File: src/sv/oul_pkg.sv
// oul_pkg: shared constants, codes and control types of the ordered unique list store
// no dependencies; imported by every module of the block

package oul_pkg;

  localparam int OUL_CAPACITY = 16;
  localparam int OUL_WORD_W   = 32;
  localparam int OUL_CMD_W    = 3;
  localparam int OUL_POS_W    = 5;
  localparam int OUL_CNT_W    = 5;
  localparam int OUL_ST_W     = 2;

  // command codes
  localparam logic [OUL_CMD_W-1:0] CMD_APPEND    = 3'd0;
  localparam logic [OUL_CMD_W-1:0] CMD_PREPEND   = 3'd1;
  localparam logic [OUL_CMD_W-1:0] CMD_MOVE_LAST = 3'd2;
  localparam logic [OUL_CMD_W-1:0] CMD_READ      = 3'd3;
  localparam logic [OUL_CMD_W-1:0] CMD_REMOVE    = 3'd4;

  // result status codes
  localparam logic [OUL_ST_W-1:0] ST_DONE    = 2'd0;
  localparam logic [OUL_ST_W-1:0] ST_PRESENT = 2'd1;
  localparam logic [OUL_ST_W-1:0] ST_FULL    = 2'd2;
  localparam logic [OUL_ST_W-1:0] ST_BADPOS  = 2'd3;

  typedef enum logic [3:0] {
    S_IDLE,
    S_DISPATCH,
    S_SEARCH,
    S_MISS,
    S_SWAP_RD,
    S_SWAP_MV,
    S_SWAP_WR,
    S_SHIFT_UP,
    S_PUT_FRONT,
    S_SCAN_RM,
    S_FINISH
  } state_t;

  // where a scan starts
  typedef enum logic [1:0] {
    SCAN_ZERO,
    SCAN_LAST,
    SCAN_POS
  } scan_sel_t;

  // what the store write port does
  typedef enum logic [2:0] {
    WR_NONE,
    WR_APPEND,
    WR_FRONT,
    WR_UP,
    WR_DOWN,
    WR_SLOT,
    WR_LAST
  } wr_sel_t;

  typedef struct packed {
    logic                  load;
    logic                  scan_start;
    scan_sel_t             scan_sel;
    logic                  scan_step;
    logic                  scan_down;
    wr_sel_t               wr_sel;
    logic                  cnt_inc;
    logic                  cnt_dec;
    logic                  slot_cap;
    logic                  cap_data;
    logic                  set_status;
    logic [OUL_ST_W-1:0]   status_code;
    logic                  out_load;
  } dp_cmd_t;

  typedef struct packed {
    logic [OUL_CMD_W-1:0] cmd;
    logic                 hit;
    logic                 at_last;
    logic                 at_pos;
    logic                 at_zero;
    logic                 empty;
    logic                 full;
    logic                 bad_pos;
    logic                 out_busy;
  } dp_stat_t;

endpackage

File: src/sv/oul_ram.sv
// oul_ram: generic single write port, single read port ram with registered read
// depends on oul_pkg for default sizes

module oul_ram import oul_pkg::*; #(
  parameter int WIDTH = OUL_WORD_W,
  parameter int DEPTH = OUL_CAPACITY
) (
  input  logic                     clk,
  input  logic                     we,
  input  logic [$clog2(DEPTH)-1:0] wa,
  input  logic [WIDTH-1:0]         wd,
  input  logic [$clog2(DEPTH)-1:0] ra,
  output logic [WIDTH-1:0]         rd
);

  logic [WIDTH-1:0] mem [DEPTH];

  always_ff @(posedge clk) begin
    if (we) begin
      mem[wa] <= wd;
    end
    rd <= mem[ra];
  end

endmodule

File: src/sv/oul_ctrl.sv
// oul_ctrl: command sequencer of the ordered unique list store
// depends on oul_pkg; drives the datapath through dp_cmd_t and reads dp_stat_t

module oul_ctrl import oul_pkg::*; (
  input  logic     clk,
  input  logic     rst,
  input  logic     in_valid,
  output logic     in_stall,
  input  dp_stat_t stat,
  output dp_cmd_t  ctl
);

  state_t state, state_next;

  always_ff @(posedge clk) begin
    if (rst) begin
      state <= S_IDLE;
    end else begin
      state <= state_next;
    end
  end

  always_comb begin
    state_next = state;
    ctl        = '0;
    in_stall   = (state != S_IDLE);
    case (state)
      S_IDLE: begin
        if (in_valid) begin
          ctl.load   = 1'b1;
          state_next = S_DISPATCH;
        end
      end
      S_DISPATCH: begin
        case (stat.cmd)
          CMD_APPEND, CMD_PREPEND, CMD_MOVE_LAST: begin
            if (stat.empty) begin
              state_next = S_MISS;
            end else begin
              ctl.scan_start = 1'b1;
              ctl.scan_sel   = SCAN_ZERO;
              state_next     = S_SEARCH;
            end
          end
          CMD_READ, CMD_REMOVE: begin
            if (stat.bad_pos) begin
              ctl.set_status  = 1'b1;
              ctl.status_code = ST_BADPOS;
              state_next      = S_FINISH;
            end else begin
              ctl.scan_start = 1'b1;
              ctl.scan_sel   = SCAN_POS;
              state_next     = S_SCAN_RM;
            end
          end
          default: begin
            state_next = S_FINISH;
          end
        endcase
      end
      S_SEARCH: begin
        ctl.scan_step = 1'b1;
        if (stat.hit) begin
          if (stat.cmd == CMD_MOVE_LAST) begin
            ctl.slot_cap   = 1'b1;
            ctl.scan_start = 1'b1;
            ctl.scan_sel   = SCAN_LAST;
            state_next     = S_SWAP_RD;
          end else begin
            ctl.set_status  = 1'b1;
            ctl.status_code = ST_PRESENT;
            state_next      = S_FINISH;
          end
        end else if (stat.at_last) begin
          state_next = S_MISS;
        end
      end
      S_MISS: begin
        if (stat.full) begin
          ctl.set_status  = 1'b1;
          ctl.status_code = ST_FULL;
          state_next      = S_FINISH;
        end else if (stat.cmd == CMD_PREPEND) begin
          if (stat.empty) begin
            state_next = S_PUT_FRONT;
          end else begin
            ctl.scan_start = 1'b1;
            ctl.scan_sel   = SCAN_LAST;
            state_next     = S_SHIFT_UP;
          end
        end else begin
          ctl.wr_sel  = WR_APPEND;
          ctl.cnt_inc = 1'b1;
          state_next  = S_FINISH;
        end
      end
      S_SWAP_RD: begin
        state_next = S_SWAP_MV;
      end
      S_SWAP_MV: begin
        ctl.wr_sel = WR_SLOT;
        state_next = S_SWAP_WR;
      end
      S_SWAP_WR: begin
        ctl.wr_sel = WR_LAST;
        state_next = S_FINISH;
      end
      S_SHIFT_UP: begin
        ctl.scan_step = 1'b1;
        ctl.scan_down = 1'b1;
        if (stat.at_zero) begin
          ctl.wr_sel = WR_UP;
          state_next = S_PUT_FRONT;
        end else if (stat.at_last || stat.hit || stat.at_pos) begin
          ctl.wr_sel = WR_UP;
        end else begin
          ctl.wr_sel = WR_UP;
        end
      end
      S_PUT_FRONT: begin
        ctl.wr_sel  = WR_FRONT;
        ctl.cnt_inc = 1'b1;
        state_next  = S_FINISH;
      end
      S_SCAN_RM: begin
        ctl.scan_step = 1'b1;
        if (stat.at_pos) begin
          ctl.cap_data = 1'b1;
          if (stat.cmd == CMD_READ) begin
            state_next = S_FINISH;
          end
        end else if (stat.at_last || stat.at_zero || stat.hit) begin
          ctl.wr_sel = WR_DOWN;
        end else begin
          ctl.wr_sel = WR_DOWN;
        end
        if (stat.cmd == CMD_REMOVE && stat.at_last) begin
          ctl.cnt_dec = 1'b1;
          state_next  = S_FINISH;
        end
      end
      S_FINISH: begin
        if (!stat.out_busy) begin
          ctl.out_load = 1'b1;
          state_next   = S_IDLE;
        end
      end
      default: begin
        state_next = S_IDLE;
      end
    endcase
  end

endmodule

File: src/sv/oul_dpath.sv
// oul_dpath: entry store, scan pointer, entry count and result register
// depends on oul_pkg and oul_ram; steered by oul_ctrl through dp_cmd_t

module oul_dpath import oul_pkg::*; #(
  parameter int CAPACITY = OUL_CAPACITY
) (
  input  logic                        clk,
  input  logic                        rst,
  input  logic [OUL_CMD_W-1:0]        command,
  input  logic signed [OUL_WORD_W-1:0] value,
  input  logic [OUL_POS_W-1:0]        position,
  input  dp_cmd_t                     ctl,
  output dp_stat_t                    stat,
  output logic                        out_valid,
  input  logic                        out_stall,
  output logic signed [OUL_WORD_W-1:0] data,
  output logic [OUL_CNT_W-1:0]        count,
  output logic [OUL_ST_W-1:0]         status
);

  localparam int AW = $clog2(CAPACITY);
  localparam int CW = $clog2(CAPACITY + 1);

  logic [OUL_CMD_W-1:0]  cmd_r;
  logic [OUL_WORD_W-1:0] val_r;
  logic [OUL_POS_W-1:0]  pos_r;
  logic [CW-1:0]         entry_count;
  logic [AW-1:0]         idx;
  logic                  pv;
  logic [AW-1:0]         pidx;
  logic [AW-1:0]         slot;
  logic [OUL_WORD_W-1:0] res_data;
  logic [OUL_ST_W-1:0]   res_status;

  logic [AW-1:0]         last_addr;
  logic [AW-1:0]         pos_addr;
  logic [AW-1:0]         start_addr;
  logic                  we;
  logic [AW-1:0]         wa;
  logic [OUL_WORD_W-1:0] wd;
  logic [OUL_WORD_W-1:0] rd;

  assign last_addr = AW'(entry_count - CW'(1));
  assign pos_addr  = AW'(pos_r - OUL_POS_W'(1));

  always_comb begin
    case (ctl.scan_sel)
      SCAN_ZERO: start_addr = '0;
      SCAN_LAST: start_addr = last_addr;
      SCAN_POS:  start_addr = pos_addr;
      default:   start_addr = '0;
    endcase
  end

  // store write port; shift copies wait until the first read of the scan has landed
  always_comb begin
    we = 1'b1;
    wa = '0;
    wd = val_r;
    case (ctl.wr_sel)
      WR_NONE:   we = 1'b0;
      WR_APPEND: wa = AW'(entry_count);
      WR_FRONT:  wa = '0;
      WR_UP: begin
        we = pv;
        wa = pidx + AW'(1);
        wd = rd;
      end
      WR_DOWN: begin
        we = pv;
        wa = pidx - AW'(1);
        wd = rd;
      end
      WR_SLOT: begin
        wa = slot;
        wd = rd;
      end
      WR_LAST:   wa = last_addr;
      default:   we = 1'b0;
    endcase
  end

  oul_ram #(
    .WIDTH (OUL_WORD_W),
    .DEPTH (CAPACITY)
  ) u_store (
    .clk (clk),
    .we  (we),
    .wa  (wa),
    .wd  (wd),
    .ra  (idx),
    .rd  (rd)
  );

  // scan pointer and the read that is in flight
  always_ff @(posedge clk) begin
    if (rst) begin
      pv <= 1'b0;
    end else begin
      pv <= ctl.scan_step && !ctl.scan_start;
    end
  end

  always_ff @(posedge clk) begin
    if (ctl.scan_start) begin
      idx <= start_addr;
    end else if (ctl.scan_step) begin
      idx <= ctl.scan_down ? idx - AW'(1) : idx + AW'(1);
    end
    pidx <= idx;
    if (ctl.slot_cap) begin
      slot <= pidx;
    end
  end

  always_ff @(posedge clk) begin
    if (ctl.load) begin
      cmd_r      <= command;
      val_r      <= value;
      pos_r      <= position;
      res_data   <= '0;
      res_status <= ST_DONE;
    end else begin
      if (ctl.cap_data) begin
        res_data <= rd;
      end
      if (ctl.set_status) begin
        res_status <= ctl.status_code;
      end
    end
  end

  always_ff @(posedge clk) begin
    if (rst) begin
      entry_count <= '0;
    end else if (ctl.cnt_inc) begin
      entry_count <= entry_count + CW'(1);
    end else if (ctl.cnt_dec) begin
      entry_count <= entry_count - CW'(1);
    end
  end

  // result register
  always_ff @(posedge clk) begin
    if (rst) begin
      out_valid <= 1'b0;
    end else if (ctl.out_load) begin
      out_valid <= 1'b1;
    end else if (!out_stall) begin
      out_valid <= 1'b0;
    end
  end

  always_ff @(posedge clk) begin
    if (ctl.out_load) begin
      data   <= res_data;
      count  <= OUL_CNT_W'(entry_count);
      status <= res_status;
    end
  end

  always_comb begin
    stat.cmd      = cmd_r;
    stat.hit      = pv && (rd == val_r);
    stat.at_last  = pv && (pidx == last_addr);
    stat.at_pos   = pv && (pidx == pos_addr);
    stat.at_zero  = pv && (pidx == '0);
    stat.empty    = (entry_count == '0);
    stat.full     = (entry_count == CW'(CAPACITY));
    stat.bad_pos  = (pos_r == '0) || (32'(pos_r) > 32'(entry_count));
    stat.out_busy = out_valid && out_stall;
  end

endmodule

File: src/sv/ordered_unique_list_store.sv
// ordered_unique_list_store: top level of the ordered list of distinct 32-bit values
// depends on oul_pkg, oul_ctrl and oul_dpath (which holds the oul_ram entry store)
//
// usage
// - input channel (in_valid/in_stall) carries one command beat: command, value, position
//   (append if absent, prepend if absent, move or append last, read, remove)
// - output channel (out_valid/out_stall) returns exactly one result beat per command:
//   data (read or removed value, else zero), count after the command, status
// - one command is worked on at a time; in_stall is high from the accepting edge until
//   its result is loaded into the output register, and the next beat can be taken in the cycle after that
// - the entry store is a single ram with one write and one registered read port, so
//   every scan moves one entry per cycle; that port sets the cycle count
// - reset (rst, synchronous) empties the list and drops any result not yet taken;
//   the store contents need no clearing since only entries below the count are read
// - while the receiver stalls, the finished result waits in the output register and
//   the block may already accept and process the next command up to its own result

module ordered_unique_list_store import oul_pkg::*; #(
  parameter int CAPACITY = OUL_CAPACITY
) (
  input  logic                         clk,
  input  logic                         rst,
  input  logic                         in_valid,
  output logic                         in_stall,
  input  logic [OUL_CMD_W-1:0]         command,
  input  logic signed [OUL_WORD_W-1:0] value,
  input  logic [OUL_POS_W-1:0]         position,
  output logic                         out_valid,
  input  logic                         out_stall,
  output logic signed [OUL_WORD_W-1:0] data,
  output logic [OUL_CNT_W-1:0]         count,
  output logic [OUL_ST_W-1:0]          status
);

  dp_cmd_t  ctl;
  dp_stat_t stat;

  // sequencer: decides which scan, write and count update happens each cycle
  oul_ctrl u_ctrl (
    .clk      (clk),
    .rst      (rst),
    .in_valid (in_valid),
    .in_stall (in_stall),
    .stat     (stat),
    .ctl      (ctl)
  );

  // datapath: entry store, scan pointer, count and the output register
  oul_dpath #(
    .CAPACITY (CAPACITY)
  ) u_dpath (
    .clk       (clk),
    .rst       (rst),
    .command   (command),
    .value     (value),
    .position  (position),
    .ctl       (ctl),
    .stat      (stat),
    .out_valid (out_valid),
    .out_stall (out_stall),
    .data      (data),
    .count     (count),
    .status    (status)
  );

endmodule

File: config.mk
export PLATFORM = sky130hd
export DESIGN_NAME = ordered_unique_list_store
export DESIGN_NICKNAME = d
export VERILOG_FILES = /design/src/sv/oul_pkg.sv /design/src/sv/oul_ram.sv /design/src/sv/oul_ctrl.sv /design/src/sv/oul_dpath.sv /design/src/sv/ordered_unique_list_store.sv
export SDC_FILE = /design/constraint.sdc
export NUM_CORES = 1
export LEC_CHECK = 0
export ABC_CLOCK_PERIOD_IN_PS = 19450
export BUFFER_PORTS_ARGS = -buffer_cell sky130_fd_sc_hd__clkbuf_2
export CORE_UTILIZATION = 39
export DETAILED_ROUTE_END_ITERATION = 8
export GPL_TIMING_DRIVEN = 1
export PLACE_DENSITY_LB_ADDON = 0.3
export SLEW_MARGIN = 10
export SYNTH_ARGS = -nofsm -noshare
export SYNTH_HDL_FRONTEND = slang
export SYNTH_SLANG_ARGS = --single-unit
File: constraint.sdc
create_clock -name clk -period 19.45 [get_ports clk]
set_input_delay 3.89 -clock clk [delete_from_list [all_inputs] [get_ports clk]]
set_output_delay 3.89 -clock clk [all_outputs]
set_load 0.02 [all_outputs]
==> flow_results.org <==
** Cells and area
- Signed area change from the synthesized netlist to the final layout :: 15.4%
- Final core area utilization :: roughly 45%
- Diode count :: 0
- The filler cells instantiated in the layout total between 5000 and 6000.
- Final #Nets :: roughly 1500
- Cells with a size suffix above 1 make up 30.0% of the layout.

** Run status
- Outcome :: complete, no violations

** Setup path
- For this run, the slowest stage of the critical path takes between 0.8 and 0.9 ns.
- For the worst setup path, the data arrival time is 6.07 ns.
- Endpoint required time on the critical path :: around 20 ns
- Buffers plus inverters on the worst setup path :: 2
- Max Fanout on Critical Path :: 25
- Startpoint Class :: flip-flop
- Category of the worst setup path capture point :: flip-flop
- Counting stages on the worst path, the most repeated cell is sky130_fd_sc_hd__a21oi_1.
- Critical path depth in cells :: 17
- On the critical path the largest part of the delay comes from simple AND/OR/NAND/NOR gates.
- On the critical path, the stage with the largest delay is an instance of sky130_fd_sc_hd__nor3_2.
- Register-to-Register Path Depth :: 17
- Cells traversed along the worst timing path :: inv_1 -> ha_1 -> nor3b_1 -> a21oi_1 -> a21oi_1 -> or3b_2 -> ha_1 -> and2_1 -> ha_1 -> a21o_1 -> a21oi_1 -> xor2_1 -> or2_2 -> a21oi_1 -> a22oi_1 -> nor3_2 -> buf_4
- Worst Setup Path Type :: flip-flop to flip-flop

** Global route
- The via count of the first global-routing pass is roughly 13000.
- Overflow left after global routing :: 0
- The initial antenna violation count is 0.
- Global routing consumed, over all layers together, 17.3% of the routing resources.
- First-pass GRT wire length :: 87400 um
- Largest net degree at the start of global routing :: 75

** Floorplan
- Number of primary I/O pins :: 85
- The core region is just under 70000 um^2.
- Vert. Die Dim :: between 200 and 300 um
- Die Outline Area :: between 60000 and 70000 um^2
- Effective utilization at floorplan :: about two fifths
- In this run the core area contains 95 standard-cell rows.
- In this run the horizontal extent of the chip is 263 um.

** Place
- Post-DP HPWL :: roughly 33000 um
- RD Place Congestion :: around 0.85
- Port buffering added 84 buffers.

** Routing
- The first detailed-routing pass ran for 7 iterations.
- Wire length after detailed routing :: 58800 um
- Mean routed wirelength per cell :: 24.8 um
- Using the TritonRoute via totals, the vias-per-cell ratio works out to between 5 and 6.
- DRC errors left :: 0
- The routed layout has roughly 13000 vias.
- The first routing iteration left roughly 1200 violations.
- DRT antenna net count :: 0

** Timing
- The final-report max-slew violation count was 0.
- Post-Route Skew :: roughly 0.02 ns
- Total negative slack :: 0 ns
- Of the available clock period, the critical path in the final layout requires between 20% and 30%.
- The count of endpoints failing hold in the final timing report was 0.
- Timing would allow up to 172 MHz.
- Counting I/O delays and the setup requirement, the final critical path takes ~5.8 ns.
- Hold is met by between 0.4 and 0.5 ns.
- Worst rel slew slack :: 25.8%
- Setup repair after global routing left no endpoint under its margin.
- Worst-margin pin slew :: between 1 and 1.5 ns
- Count of endpoints failing setup in the final report :: 0

** Synth
- Share of the synthesized area in the top cell type :: approximately 68%
- Post-synth cell types :: 67
- By count the netlist is led by sky130_fd_sc_hd__edfxtp_1, sky130_fd_sc_hd__mux4_2, sky130_fd_sc_hd__dfxtp_1, sky130_fd_sc_hd__nor2_1, sky130_fd_sc_hd__xor2_1.
- Biggest area contributors in the synthesized netlist :: sky130_fd_sc_hd__edfxtp_1, sky130_fd_sc_hd__mux4_2, sky130_fd_sc_hd__dfxtp_1, sky130_fd_sc_hd__mux2_2, sky130_fd_sc_hd__mux2i_1
- Counting every net in the synthesized netlist gives between 1000 and 1500.
- After synthesis the cells add up to between 20000 and 30000 um^2.
- The share of the Yosys chip area taken by registers is between 70% and 80%.
- Synthesized netlist cell count :: roughly 1300
- In the post-synthesis netlist, the cell with the most instances is sky130_fd_sc_hd__edfxtp_1.
- Of all flip-flops after synthesis, the portion carrying an async set or reset was 0%.
- In the synthesized netlist the dominant register cell turns out to be sky130_fd_sc_hd__edfxtp_1.
- In this run, synthesis produced a sequential element count of 680.
- Avg Cell Area, Syn :: around 20 um^2
- Number of enable-type register cells in the synthesized netlist :: between 500 and 600
- Cell taking the most area after synthesis :: sky130_fd_sc_hd__edfxtp_1
- Yosys printed 0 warnings.

** Pwr
- For this design the static power due to leakage is roughly 10 nW.
- Maximum vdd ir drop :: roughly 95 uV
- Dividing total power by cell area gives a power density of 141 nW/um^2.

** Clocking
- Post-CTS sizing :: 0
- Counting the buffers created by CTS gives 71.
- Number of clock sinks :: 680
- Buffers inserted during post-CTS setup optimization :: 0
- TritonCTS built the clock tree.
- After clock tree synthesis, the clock-pin slew on the worst setup and hold paths is 0.06 ns.
- Cell chosen for the clock root :: sky130_fd_sc_hd__clkbuf_16
- Hold bufs inserted after CTS :: 0
- For the worst-skew pair, the clock arrives at the later sink with an insertion delay of 0.61 ns.
- Htree depth :: 3
- Worst-case clock buffer depth :: 3

** Worst hold path
- Worst hold path class :: flip-flop to flip-flop
- Worst Hold Path Cells :: 0

** Run
- Reported max-cap violation count :: 0
==> cell usage in the layout, fill, tap and decap left out, types with 13 or more instances in the layout <==
cell	count
sky130_fd_sc_hd__edfxtp_1	599
sky130_fd_sc_hd__mux4_2	160
sky130_fd_sc_hd__clkbuf_2	84
sky130_fd_sc_hd__dfxtp_1	81
sky130_fd_sc_hd__clkbuf_16	74
sky130_fd_sc_hd__nor2_1	49
sky130_fd_sc_hd__xor2_1	38
sky130_fd_sc_hd__mux2i_1	37
sky130_fd_sc_hd__mux2_2	34
sky130_fd_sc_hd__buf_4	30
sky130_fd_sc_hd__nand2_1	29
sky130_fd_sc_hd__inv_1	22
sky130_fd_sc_hd__a21oi_1	20
sky130_fd_sc_hd__ha_1	20
sky130_fd_sc_hd__nor3_2	18
sky130_fd_sc_hd__xnor2_1	13
sky130_fd_sc_hd__clkbuf_1	13
sky130_fd_sc_hd__clkinv_2	13
==> power breakdown <==
part | internal [mW] | switching [mW]
combinational | 0.424 | 0.539
sequential | 1.82 | 0.101
clock | 0.871 | 0.560
==> layout make-up <==
| type | instances | area [um^2] | area share (%) |
|---|---|---|---|
| Inverter | 22 | 82.6 | 0.270 |
| Tap cell | 873 | 1090 | 3.57 |
| Sequential cell | 680 | 19600 | 64.1 |
| Multi-Input combinational cell | 553 | 6680 | 21.8 |
| Clock inverter | 38 | 512 | 1.67 |
| Timing Repair Buffer | 114 | 646 | 2.11 |
| Clock buffer | 93 | 1980 | 6.48 |
==> final timing paths <==
check / start / end / slack (ns)
worst max-delay path: u_dpath.entry_count[0]$_SDFFE_PP0P_ / u_dpath.u_store.mem[13][12]$_DFFE_PP_ / 13.63
worst min-delay path: u_dpath.res_data[22]$_SDFFE_PP0P_ / u_dpath.data[22]$_DFFE_PP_ / 0.43
worst max register to register: u_dpath.entry_count[0]$_SDFFE_PP0P_ / u_dpath.u_store.mem[13][12]$_DFFE_PP_ / 13.63
worst min register to register: u_dpath.res_data[22]$_SDFFE_PP0P_ / u_dpath.data[22]$_DFFE_PP_ / 0.43
==> kinds of logic after synthesis <==
family / synth area share (%)
buffers and inverters: 1.28
multiplexers: 16.6
AND/OR/NAND/NOR: 3.30
flip-flops: 73.9
AO/OA/AOI/OAI: 2.02
XOR/XNOR: 1.77
adder cells (fa/ha/maj): 1.09
==> per-stage QoR <==
step | power, mW | area, um^2 | setup WS (ns) | instances
5_1_grt | 4.50 | 30600 | 13.23 | 2373
4_1_cts | 4.38 | 30600 | 13.65 | 2373
2_1_floorplan | 2.63 | 26500 | 13.13 | 1313
6_report | 4.32 | 30600 | 13.63 | 2373
3_3_place_gp | 2.92 | 28100 | 13.84 | 2242
3_5_place_dp | 2.94 | 28100 | 13.67 | 2242
==> flip-flops by register name (all words and copies together) (netlist names), 5 cells and up <==
register,count
u_dpath.count,5
u_dpath.data,32
u_dpath.u_store.mem,512
u_dpath.res_data,32
u_dpath.pos_r,5
u_dpath.entry_count,5
u_dpath.val_r,32
u_dpath.u_store.rd,32
==> routing by layer <==
layer / wire length [um] / vias up / track usage [%] / share of wire [%]
li1: - / 5619 / - / -
met1: 26300 / 6771 / 24.8 / 45
met2: 27700 / 406 / 26.6 / 47
met3: 3620 / 84 / 3.50 / 6.2
met4: 1140 / 0 / 4.94 / 1.9
met5: 0 / - / 0 / 0
Note: power is estimated with default switching activity, not from simulation.
